--- src/rtl/sif_pkg.sv ---
// Shared types and constants for the stuffed information frame builder.
`default_nettype none

package sif_pkg;

    localparam int BYTE_W = 8;
    localparam int IDX_W  = 3;

    // Configuration register indexes
    localparam logic [IDX_W-1:0] REG_FLAG      = 3'd0;
    localparam logic [IDX_W-1:0] REG_ESCAPE    = 3'd1;
    localparam logic [IDX_W-1:0] REG_FLAG_SUB  = 3'd2;
    localparam logic [IDX_W-1:0] REG_ESC_SUB   = 3'd3;
    localparam logic [IDX_W-1:0] REG_ADDRESS   = 3'd4;
    localparam logic [IDX_W-1:0] REG_CTRL_EVEN = 3'd5;
    localparam logic [IDX_W-1:0] REG_CTRL_ODD  = 3'd6;

    // Reset values
    localparam logic [BYTE_W-1:0] RST_FLAG      = 8'd126;
    localparam logic [BYTE_W-1:0] RST_ESCAPE    = 8'd125;
    localparam logic [BYTE_W-1:0] RST_FLAG_SUB  = 8'd94;
    localparam logic [BYTE_W-1:0] RST_ESC_SUB   = 8'd93;
    localparam logic [BYTE_W-1:0] RST_ADDRESS   = 8'd3;
    localparam logic [BYTE_W-1:0] RST_CTRL_EVEN = 8'd0;
    localparam logic [BYTE_W-1:0] RST_CTRL_ODD  = 8'd64;

    typedef struct packed {
        logic [BYTE_W-1:0] flag;
        logic [BYTE_W-1:0] escape;
        logic [BYTE_W-1:0] flag_sub;
        logic [BYTE_W-1:0] esc_sub;
        logic [BYTE_W-1:0] address;
        logic [BYTE_W-1:0] ctrl_even;
        logic [BYTE_W-1:0] ctrl_odd;
    } cfg_t;

    // One classified payload word handed from front to back
    typedef struct packed {
        logic              hdr;     // open a frame: send header first
        logic [BYTE_W-1:0] ctrl;    // control byte picked by sequence bit
        logic [BYTE_W-1:0] data;    // payload byte
        logic              chk_en;  // close the frame after this byte
        logic [BYTE_W-1:0] chk;     // frame check, valid when chk_en
    } cmd_t;

endpackage

`default_nettype wire

--- src/rtl/sif_cfg.sv ---
// Configuration register file of the frame builder.
`default_nettype none

module sif_cfg
(
    input  wire logic                        clk,
    input  wire logic                        rst_n,
    input  wire logic                        cfg_valid,
    output logic                             cfg_ready,
    input  wire logic [sif_pkg::IDX_W-1:0]   cfg_index,
    input  wire logic [sif_pkg::BYTE_W-1:0]  cfg_data,
    output sif_pkg::cfg_t                    cfg
);

    sif_pkg::cfg_t cfg_reg;
    sif_pkg::cfg_t cfg_next;

    assign cfg_ready = 1'b1;
    assign cfg       = cfg_reg;

    // Register write decode; unused indexes are ignored
    always_comb
    begin
        cfg_next = cfg_reg;
        if (cfg_valid)
        begin
            unique case (cfg_index)
                sif_pkg::REG_FLAG:      cfg_next.flag      = cfg_data;
                sif_pkg::REG_ESCAPE:    cfg_next.escape    = cfg_data;
                sif_pkg::REG_FLAG_SUB:  cfg_next.flag_sub  = cfg_data;
                sif_pkg::REG_ESC_SUB:   cfg_next.esc_sub   = cfg_data;
                sif_pkg::REG_ADDRESS:   cfg_next.address   = cfg_data;
                sif_pkg::REG_CTRL_EVEN: cfg_next.ctrl_even = cfg_data;
                sif_pkg::REG_CTRL_ODD:  cfg_next.ctrl_odd  = cfg_data;
                default:                cfg_next           = cfg_reg;
            endcase
        end
    end

    always_ff @(posedge clk or negedge rst_n)
    begin
        if (!rst_n)
        begin
            cfg_reg.flag      <= sif_pkg::RST_FLAG;
            cfg_reg.escape    <= sif_pkg::RST_ESCAPE;
            cfg_reg.flag_sub  <= sif_pkg::RST_FLAG_SUB;
            cfg_reg.esc_sub   <= sif_pkg::RST_ESC_SUB;
            cfg_reg.address   <= sif_pkg::RST_ADDRESS;
            cfg_reg.ctrl_even <= sif_pkg::RST_CTRL_EVEN;
            cfg_reg.ctrl_odd  <= sif_pkg::RST_CTRL_ODD;
        end
        else
        begin
            cfg_reg <= cfg_next;
        end
    end

endmodule

`default_nettype wire

--- src/rtl/sif_front.sv ---
// Front end: accepts payload words, tracks the frame and running check.
`default_nettype none

module sif_front
(
    input  wire logic                        clk,
    input  wire logic                        rst_n,
    input  wire logic                        in_valid,
    output logic                             in_ready,
    input  wire logic [sif_pkg::BYTE_W-1:0]  payload_byte,
    input  wire logic                        first_of_packet,
    input  wire logic                        last_of_packet,
    input  wire logic                        sequence_bit,
    input  wire sif_pkg::cfg_t               cfg,
    input  wire logic                        q_full,
    output logic                             q_push,
    output sif_pkg::cmd_t                    q_cmd
);

    logic                       frame_open_reg;
    logic                       frame_open_next;
    logic [sif_pkg::BYTE_W-1:0] check_reg;
    logic [sif_pkg::BYTE_W-1:0] check_next;
    logic                       accept;
    logic                       keep;
    logic [sif_pkg::BYTE_W-1:0] check_base;
    logic [sif_pkg::BYTE_W-1:0] check_upd;

    assign in_ready = !q_full;
    assign accept   = in_valid && in_ready;

    // A word with no open frame and no start is dropped
    assign keep       = first_of_packet || frame_open_reg;
    assign check_base = first_of_packet ? '0 : check_reg;
    assign check_upd  = check_base ^ payload_byte;

    assign q_push      = accept && keep;
    assign q_cmd.hdr    = first_of_packet;
    assign q_cmd.ctrl   = sequence_bit ? cfg.ctrl_odd : cfg.ctrl_even;
    assign q_cmd.data   = payload_byte;
    assign q_cmd.chk_en = last_of_packet;
    assign q_cmd.chk    = check_upd;

    // Frame state update
    always_comb
    begin
        frame_open_next = frame_open_reg;
        check_next      = check_reg;
        if (q_push)
        begin
            if (last_of_packet)
            begin
                frame_open_next = 1'b0;
                check_next      = '0;
            end
            else
            begin
                frame_open_next = 1'b1;
                check_next      = check_upd;
            end
        end
    end

    always_ff @(posedge clk or negedge rst_n)
    begin
        if (!rst_n)
        begin
            frame_open_reg <= 1'b0;
            check_reg      <= '0;
        end
        else
        begin
            frame_open_reg <= frame_open_next;
            check_reg      <= check_next;
        end
    end

endmodule

`default_nettype wire

--- src/rtl/sif_fifo.sv ---
// Short command queue between front and back.
`default_nettype none

module sif_fifo
#(
    parameter int DEPTH = 4
)
(
    input  wire logic          clk,
    input  wire logic          rst_n,
    input  wire logic          push,
    input  wire sif_pkg::cmd_t push_cmd,
    input  wire logic          pop,
    output sif_pkg::cmd_t      head_cmd,
    output logic               full,
    output logic               empty
);

    localparam int PTR_W = (DEPTH > 1) ? $clog2(DEPTH) : 1;
    localparam int CNT_W = $clog2(DEPTH + 1);
    localparam logic [PTR_W-1:0] LAST_PTR = PTR_W'(DEPTH - 1);

    sif_pkg::cmd_t     mem_reg [DEPTH];
    logic [PTR_W-1:0]  wr_ptr_reg;
    logic [PTR_W-1:0]  wr_ptr_next;
    logic [PTR_W-1:0]  rd_ptr_reg;
    logic [PTR_W-1:0]  rd_ptr_next;
    logic [CNT_W-1:0]  count_reg;
    logic [CNT_W-1:0]  count_next;

    assign full     = (count_reg == CNT_W'(DEPTH));
    assign empty    = (count_reg == '0);
    assign head_cmd = mem_reg[rd_ptr_reg];

    // Pointer and fill-count update
    always_comb
    begin
        wr_ptr_next = wr_ptr_reg;
        rd_ptr_next = rd_ptr_reg;
        count_next  = count_reg;
        if (push)
        begin
            wr_ptr_next = (wr_ptr_reg == LAST_PTR) ? '0 : wr_ptr_reg + 1'b1;
        end
        if (pop)
        begin
            rd_ptr_next = (rd_ptr_reg == LAST_PTR) ? '0 : rd_ptr_reg + 1'b1;
        end
        if (push && !pop)
        begin
            count_next = count_reg + 1'b1;
        end
        else if (pop && !push)
        begin
            count_next = count_reg - 1'b1;
        end
    end

    always_ff @(posedge clk or negedge rst_n)
    begin
        if (!rst_n)
        begin
            wr_ptr_reg <= '0;
            rd_ptr_reg <= '0;
            count_reg  <= '0;
        end
        else
        begin
            wr_ptr_reg <= wr_ptr_next;
            rd_ptr_reg <= rd_ptr_next;
            count_reg  <= count_next;
        end
    end

    // Storage, no reset
    always_ff @(posedge clk)
    begin
        if (push)
        begin
            mem_reg[wr_ptr_reg] <= push_cmd;
        end
    end

endmodule

`default_nettype wire

--- src/rtl/sif_back.sv ---
// Back end: expands queued commands into stuffed line bytes.
`default_nettype none

module sif_back
(
    input  wire logic                        clk,
    input  wire logic                        rst_n,
    input  wire sif_pkg::cfg_t               cfg,
    input  wire sif_pkg::cmd_t               head_cmd,
    input  wire logic                        q_empty,
    output logic                             q_pop,
    output logic                             out_valid,
    input  wire logic                        out_ready,
    output logic [sif_pkg::BYTE_W-1:0]       line_byte,
    output logic                             closing_flag,
    output logic                             run_last
);

    localparam int PH_W = 4;
    localparam logic [PH_W-1:0] PH_FLAG  = 4'd0;
    localparam logic [PH_W-1:0] PH_ADDR  = 4'd1;
    localparam logic [PH_W-1:0] PH_CTRL  = 4'd2;
    localparam logic [PH_W-1:0] PH_HCS   = 4'd3;
    localparam logic [PH_W-1:0] PH_DATA  = 4'd4;
    localparam logic [PH_W-1:0] PH_DSUB  = 4'd5;
    localparam logic [PH_W-1:0] PH_CHK   = 4'd6;
    localparam logic [PH_W-1:0] PH_CSUB  = 4'd7;
    localparam logic [PH_W-1:0] PH_CLOSE = 4'd8;

    logic [PH_W-1:0]            phase_reg;
    logic [PH_W-1:0]            phase_next;
    logic                       mid_reg;
    logic                       mid_next;
    logic                       out_valid_reg;
    logic                       out_valid_next;
    logic [sif_pkg::BYTE_W-1:0] byte_reg;
    logic                       closing_reg;
    logic                       last_reg;

    logic [PH_W-1:0]            cur_phase;
    logic                       advance;
    logic                       emit;
    logic [sif_pkg::BYTE_W-1:0] sel_byte;
    logic                       sel_closing;
    logic                       sel_end;
    logic [PH_W-1:0]            sel_next;
    logic                       d_is_flag;
    logic                       d_is_esc;
    logic                       c_is_flag;
    logic                       c_is_esc;

    assign out_valid    = out_valid_reg;
    assign line_byte    = byte_reg;
    assign closing_flag = closing_reg;
    assign run_last     = last_reg;

    // Output slot frees when empty or being taken
    assign advance = !out_valid_reg || out_ready;
    assign emit    = advance && !q_empty;
    assign q_pop   = emit && sel_end;

    // A fresh command starts at the header or straight at its data byte
    assign cur_phase = mid_reg ? phase_reg : (head_cmd.hdr ? PH_FLAG : PH_DATA);

    // Flag match wins when flag and escape are equal
    assign d_is_flag = (head_cmd.data == cfg.flag);
    assign d_is_esc  = (head_cmd.data == cfg.escape);
    assign c_is_flag = (head_cmd.chk == cfg.flag);
    assign c_is_esc  = (head_cmd.chk == cfg.escape);

    // Byte selection per phase
    always_comb
    begin
        sel_byte    = cfg.flag;
        sel_closing = 1'b0;
        sel_end     = 1'b0;
        sel_next    = PH_FLAG;
        unique case (cur_phase)
            PH_FLAG:
            begin
                sel_byte = cfg.flag;
                sel_next = PH_ADDR;
            end
            PH_ADDR:
            begin
                sel_byte = cfg.address;
                sel_next = PH_CTRL;
            end
            PH_CTRL:
            begin
                sel_byte = head_cmd.ctrl;
                sel_next = PH_HCS;
            end
            PH_HCS:
            begin
                sel_byte = cfg.address ^ head_cmd.ctrl;
                sel_next = PH_DATA;
            end
            PH_DATA:
            begin
                if (d_is_flag || d_is_esc)
                begin
                    sel_byte = cfg.escape;
                    sel_next = PH_DSUB;
                end
                else
                begin
                    sel_byte = head_cmd.data;
                    sel_end  = !head_cmd.chk_en;
                    sel_next = PH_CHK;
                end
            end
            PH_DSUB:
            begin
                sel_byte = d_is_flag ? cfg.flag_sub : cfg.esc_sub;
                sel_end  = !head_cmd.chk_en;
                sel_next = PH_CHK;
            end
            PH_CHK:
            begin
                if (c_is_flag || c_is_esc)
                begin
                    sel_byte = cfg.escape;
                    sel_next = PH_CSUB;
                end
                else
                begin
                    sel_byte = head_cmd.chk;
                    sel_next = PH_CLOSE;
                end
            end
            PH_CSUB:
            begin
                sel_byte = c_is_flag ? cfg.flag_sub : cfg.esc_sub;
                sel_next = PH_CLOSE;
            end
            PH_CLOSE:
            begin
                sel_byte    = cfg.flag;
                sel_closing = 1'b1;
                sel_end     = 1'b1;
                sel_next    = PH_FLAG;
            end
            default:
            begin
                sel_byte = cfg.flag;
                sel_end  = 1'b1;
                sel_next = PH_FLAG;
            end
        endcase
    end

    // Sequencer update
    always_comb
    begin
        phase_next     = phase_reg;
        mid_next       = mid_reg;
        out_valid_next = out_valid_reg;
        if (advance)
        begin
            out_valid_next = emit;
        end
        if (emit)
        begin
            if (sel_end)
            begin
                mid_next = 1'b0;
            end
            else
            begin
                mid_next   = 1'b1;
                phase_next = sel_next;
            end
        end
    end

    always_ff @(posedge clk or negedge rst_n)
    begin
        if (!rst_n)
        begin
            phase_reg     <= PH_FLAG;
            mid_reg       <= 1'b0;
            out_valid_reg <= 1'b0;
        end
        else
        begin
            phase_reg     <= phase_next;
            mid_reg       <= mid_next;
            out_valid_reg <= out_valid_next;
        end
    end

    // Output word register
    always_ff @(posedge clk)
    begin
        if (emit)
        begin
            byte_reg    <= sel_byte;
            closing_reg <= sel_closing;
            last_reg    <= sel_end;
        end
    end

endmodule

`default_nettype wire

--- src/rtl/stuffed_info_frame_builder_top.sv ---
// Top level of the stuffed information frame builder.
//
//  channel  direction  handshake            word
//  in       input      in_valid/in_ready    payload_byte, first/last_of_packet, sequence_bit
//  out      output     out_valid/out_ready  line_byte, closing_flag, run_last
//  cfg      input      cfg_valid/cfg_ready  cfg_index, cfg_data
//
// The back end sends one line byte per cycle while out is not stalled and a command waits;
// a kept word gives 1 line byte if plain, 2 if stuffed, up to 9 for a one-byte frame;
// dropped words give none. The front end takes a word per cycle while the queue has room.
// Reset clears the frame state, queue and output valid flag; config returns to defaults.
// A stall on out holds the output word; the queue then fills and drops in_ready.
`default_nettype none

module stuffed_info_frame_builder_top
#(
    parameter int FIFO_DEPTH = 4
)
(
    input  wire logic                        clk,
    input  wire logic                        rst_n,
    input  wire logic                        in_valid,
    output logic                             in_ready,
    input  wire logic [sif_pkg::BYTE_W-1:0]  payload_byte,
    input  wire logic                        first_of_packet,
    input  wire logic                        last_of_packet,
    input  wire logic                        sequence_bit,
    output logic                             out_valid,
    input  wire logic                        out_ready,
    output logic [sif_pkg::BYTE_W-1:0]       line_byte,
    output logic                             closing_flag,
    output logic                             run_last,
    input  wire logic                        cfg_valid,
    output logic                             cfg_ready,
    input  wire logic [sif_pkg::IDX_W-1:0]   cfg_index,
    input  wire logic [sif_pkg::BYTE_W-1:0]  cfg_data
);

    sif_pkg::cfg_t cfg;
    sif_pkg::cmd_t push_cmd;
    sif_pkg::cmd_t head_cmd;
    logic          q_push;
    logic          q_pop;
    logic          q_full;
    logic          q_empty;

    sif_cfg u_cfg
    (
        .clk       (clk),
        .rst_n     (rst_n),
        .cfg_valid (cfg_valid),
        .cfg_ready (cfg_ready),
        .cfg_index (cfg_index),
        .cfg_data  (cfg_data),
        .cfg       (cfg)
    );

    sif_front u_front
    (
        .clk             (clk),
        .rst_n           (rst_n),
        .in_valid        (in_valid),
        .in_ready        (in_ready),
        .payload_byte    (payload_byte),
        .first_of_packet (first_of_packet),
        .last_of_packet  (last_of_packet),
        .sequence_bit    (sequence_bit),
        .cfg             (cfg),
        .q_full          (q_full),
        .q_push          (q_push),
        .q_cmd           (push_cmd)
    );

    sif_fifo #(.DEPTH(FIFO_DEPTH)) u_fifo
    (
        .clk      (clk),
        .rst_n    (rst_n),
        .push     (q_push),
        .push_cmd (push_cmd),
        .pop      (q_pop),
        .head_cmd (head_cmd),
        .full     (q_full),
        .empty    (q_empty)
    );

    sif_back u_back
    (
        .clk          (clk),
        .rst_n        (rst_n),
        .cfg          (cfg),
        .head_cmd     (head_cmd),
        .q_empty      (q_empty),
        .q_pop        (q_pop),
        .out_valid    (out_valid),
        .out_ready    (out_ready),
        .line_byte    (line_byte),
        .closing_flag (closing_flag),
        .run_last     (run_last)
    );

endmodule

`default_nettype wire

--- config.mk ---
export PLATFORM = sky130hd
export DESIGN_NAME = stuffed_info_frame_builder_top
export DESIGN_NICKNAME = d
export VERILOG_FILES = /design/src/rtl/sif_pkg.sv /design/src/rtl/sif_cfg.sv /design/src/rtl/sif_front.sv /design/src/rtl/sif_fifo.sv /design/src/rtl/sif_back.sv /design/src/rtl/stuffed_info_frame_builder_top.sv
export SDC_FILE = /design/constraint.sdc
export NUM_CORES = 1
export LEC_CHECK = 0
export CAP_MARGIN = 0
export CORE_AREA = 4 4 140 142
export DETAILED_ROUTE_END_ITERATION = 16
export DIE_AREA = 0 0 144 146
export DONT_BUFFER_PORTS = 1
export GPL_TIMING_DRIVEN = 0
export PLACE_DENSITY_LB_ADDON = 0.12
export SLEW_MARGIN = 20
export SYNTH_ARGS = -nofsm -noshare
export SYNTH_HDL_FRONTEND = slang
export SYNTH_SLANG_ARGS = --single-unit
--- constraint.sdc ---
create_clock -name clk -period 4 [get_ports clk]
set_input_delay 0.6 -clock clk [delete_from_list [all_inputs] [get_ports clk]]
set_output_delay 0.6 -clock clk [all_outputs]
set_load 0.05 [all_outputs]
==> flow_summary.yaml <==
final_layout:
  final_util_pct: 52.4
  syn2layout_area_growth_pct: 13.0
  largest_register_ffs: 104
  fin_area_um2: 9670
  multi_input_area_um2: 3040
  final_cell_mix: "edfxtp_1 (114), mux2_2 (71), dfrtp_1 (53), nand2_1 (48), xnor2_1 (40)"
  fillers: 1501
  final_common_cell: "edfxtp_1"
  antenna_cells: 0
  fin_nets: 632
  drive_gt1_share_pct: 30.4
  ff_latch_area_um2: 5410
critical_path:
  cp_max_fo: 10
  r2r_setup_slack_ns: 0.31
  required_ns: 4.36
  cp.arrival_ns: 4.05
  endpoint_kind: "flip-flop"
  worstSetupStartpointType: "flip-flop"
  crit_type: "flip-flop to flip-flop"
sta:
  final-hold-violation-count: 0
  post-route-period-util_pct: 92.2
  finClkSkew_ns: 0.0173
  setup_viol: 0
  finalCriticalPeriod_ns: 3.69
  slew-limit-headroom_pct: 46.5
  tightest_slew_ns: 0.803
  fmax_ghz: 0.271
  fin_tns_setup_ns: 0
  whs_ns: 0.0468
  maxSlewViolCount: 0
placed_design:
  post_dp_cell_area_um2: 8970
  numPortBuffers: 0
  gp_congestion: 0.821
  dp_hpwl_um: 13100
synthesis:
  syn-cell-area_um2: 8560
  synth.distinct_cells: 49
  netlist_instances: 567
  ys_async_sr_fraction_pct: 40.6
  synth_ff_type: "edfxtp_1"
  seq_area_frac_synth_pct: 63.1
  ys_ff_latch: 192
  synth_area_leaders: "edfxtp_1 (40%), dfrtp_1 (15%), mux2_2 (9.3%)"
  synth_edf_count: 114
  synth_top_area_share_pct: 40.0
  synth_nets: 601
  yosysTopAreaCell: "edfxtp_1"
  synth_warnings: 0
  syn_avg_cell_area_um2: 15.1
run:
  drv_cap: 0
power_and_ir_drop:
  power_w: 0.00716
  peakVddDrop_v: 0.000373
  power_density_nw_per_um2: 740
  p_leak_nw: 3.41
floorplan:
  rows: 50
  die_w_um: 144
  start_util_pct: 46.4
  core_area_um2: 18500
  num_io_pins: 40
  die_area_um2: 21000
  die_h_um: 146
clocking:
  numCtsBuffers: 17
  clk_pin_slew_ns: 0.08
  cts_sinks: 192
  cts_tree: "yes"
  cts-root-buf: "clkbuf_16"
  htree_levels: 4
  clock_path_buffers: 2
  clock_latency_ns: 0.44
global_routing:
  grt-ovfl-total: 0
  grt_pass1_wl_um: 29400
  grt_antenna_before_repair: 0
  track_usage_pct: 18.8
  grt_pass1_vias: 5089
  grt_max_degree: 71
route:
  wl_per_cell_um: 22.2
  drt_iter0_drc: 368
  firstDrtPassIters: 7
  drc: 0
  drtAntennaViolNets: 0
  viasPerCell: 5.71
  vias: 4827
  wirelength_um: 18700
status:
  status: "complete, no violations"
worst_hold_path:
  hold_class: "input pin to asynchronous set/reset pin"
==> final cells by class <==
type / count / share of cell area (%)
clock buffer: 19 / 4.70
multi-input combinational: 344 / 31.5
inverter: 10 / 0.388
sequential: 192 / 55.9
clock inverter: 13 / 1.69
buffer: 21 / 1.15
tap: 234 / 3.03
timing repair buffer: 12 / 1.68
==> cells by family (layout without fill, tap and decap cells) <==
logic type	after synthesis	count (layout)	synth area share [%]
other	1	1	0.0438
AND/OR/NAND/NOR	123	123	7.31
XOR/XNOR	51	51	5.30
flip-flops	192	192	63.1
multiplexers	99	99	16.4
buffers and inverters	31	75	1.67
adder cells (fa/ha/maj)	7	7	1.11
AO/OA/AOI/OAI	63	63	4.98
==> worst paths after layout <==
kind | start | endpoint | cells after the start
min in group clk | last_of_packet | u_front.frame_open_reg$_DFFE_PN0P_ | 1
setup / recovery | u_fifo.rd_ptr_reg[0]$_DFFE_PN0P_ | u_fifo.count_reg[2]$_DFFE_PN0P_ | 14
hold / removal | rst_n | u_cfg.cfg[1]$_DFFE_PN0P_ | 1
hold reg to reg | u_front.check_reg[5]$_DFFE_PN0P_ | u_front.check_reg[5]$_DFFE_PN0P_ | 2
max in group asynchronous | rst_n | u_cfg.cfg[53]$_DFFE_PN1P_ | 1
setup reg to reg | u_fifo.rd_ptr_reg[0]$_DFFE_PN0P_ | u_fifo.count_reg[2]$_DFFE_PN0P_ | 14
==> metal layers <==
layer	GRT usage, %	up-vias	share of wire (%)
met5	0	-	0
met4	5.23	0	1.3
li1	-	2200	-
met3	4.30	19	4.2
met2	29.7	110	49
met1	26.2	2498	45
==> metrics by stage <==
step	std cells	setup slack (ns)
floorplan	567	0.716
global placement	801	0.195
detailed placement	807	0.0921
CTS	841	0.0791
global route	845	-0.00347
finish	845	0.310
==> synth_stat cells (4+ instances only) <==
| cell | n |
|---|---|
| edfxtp_1 | 114 |
| mux2_2 | 71 |
| o21ai_1 | 5 |
| inv_1 | 10 |
| nand2_1 | 48 |
| nor2_1 | 12 |
| o21ai_0 | 19 |
| dfstp_2 | 25 |
| xor2_1 | 10 |
| nand4_1 | 12 |
| and2_1 | 8 |
| nand2b_1 | 18 |
| a222oi_1 | 5 |
| mux4_2 | 26 |
| nor4_1 | 4 |
| a21boi_0 | 5 |
| a21oi_1 | 11 |
| clkbuf_1 | 11 |
| a22oi_1 | 6 |
| ha_1 | 6 |
| dfrtp_1 | 53 |
| xnor2_1 | 40 |
| buf_2 | 6 |
| nor3_1 | 6 |
==> power breakdown <==
group	internal (W)	leakage, nW	switching [W]
Combinational	0.00102	1.16	0.00130
Sequential	0.00269	1.95	0.000421
Clock	0.000883	0.299	0.000836
==> repair_timing <==
item                                   in CTS  in global routing
endpoints found under the hold margin      70                  0
gates resized for setup                     0                  2
buffers inserted                            0                  4
setup endpoints to repair                   0                  2
hold buffers                                2                  0
==> critical path: stages, from the launching register on <==
cell     delay [ns]
dfrtp_1        0.38
buf_6          0.20
buf_8          0.19
mux4_2         0.61
xnor2_1        0.18
nand4_1        0.21
o22ai_2        0.29
nor2_1         0.12
o31ai_4        0.27
ha_1           0.22
inv_1          0.07
fa_1           0.43
xor2_1         0.17
nor2_1         0.11
xor2_1         0.16
Note: power is estimated with default switching activity, not from simulation.
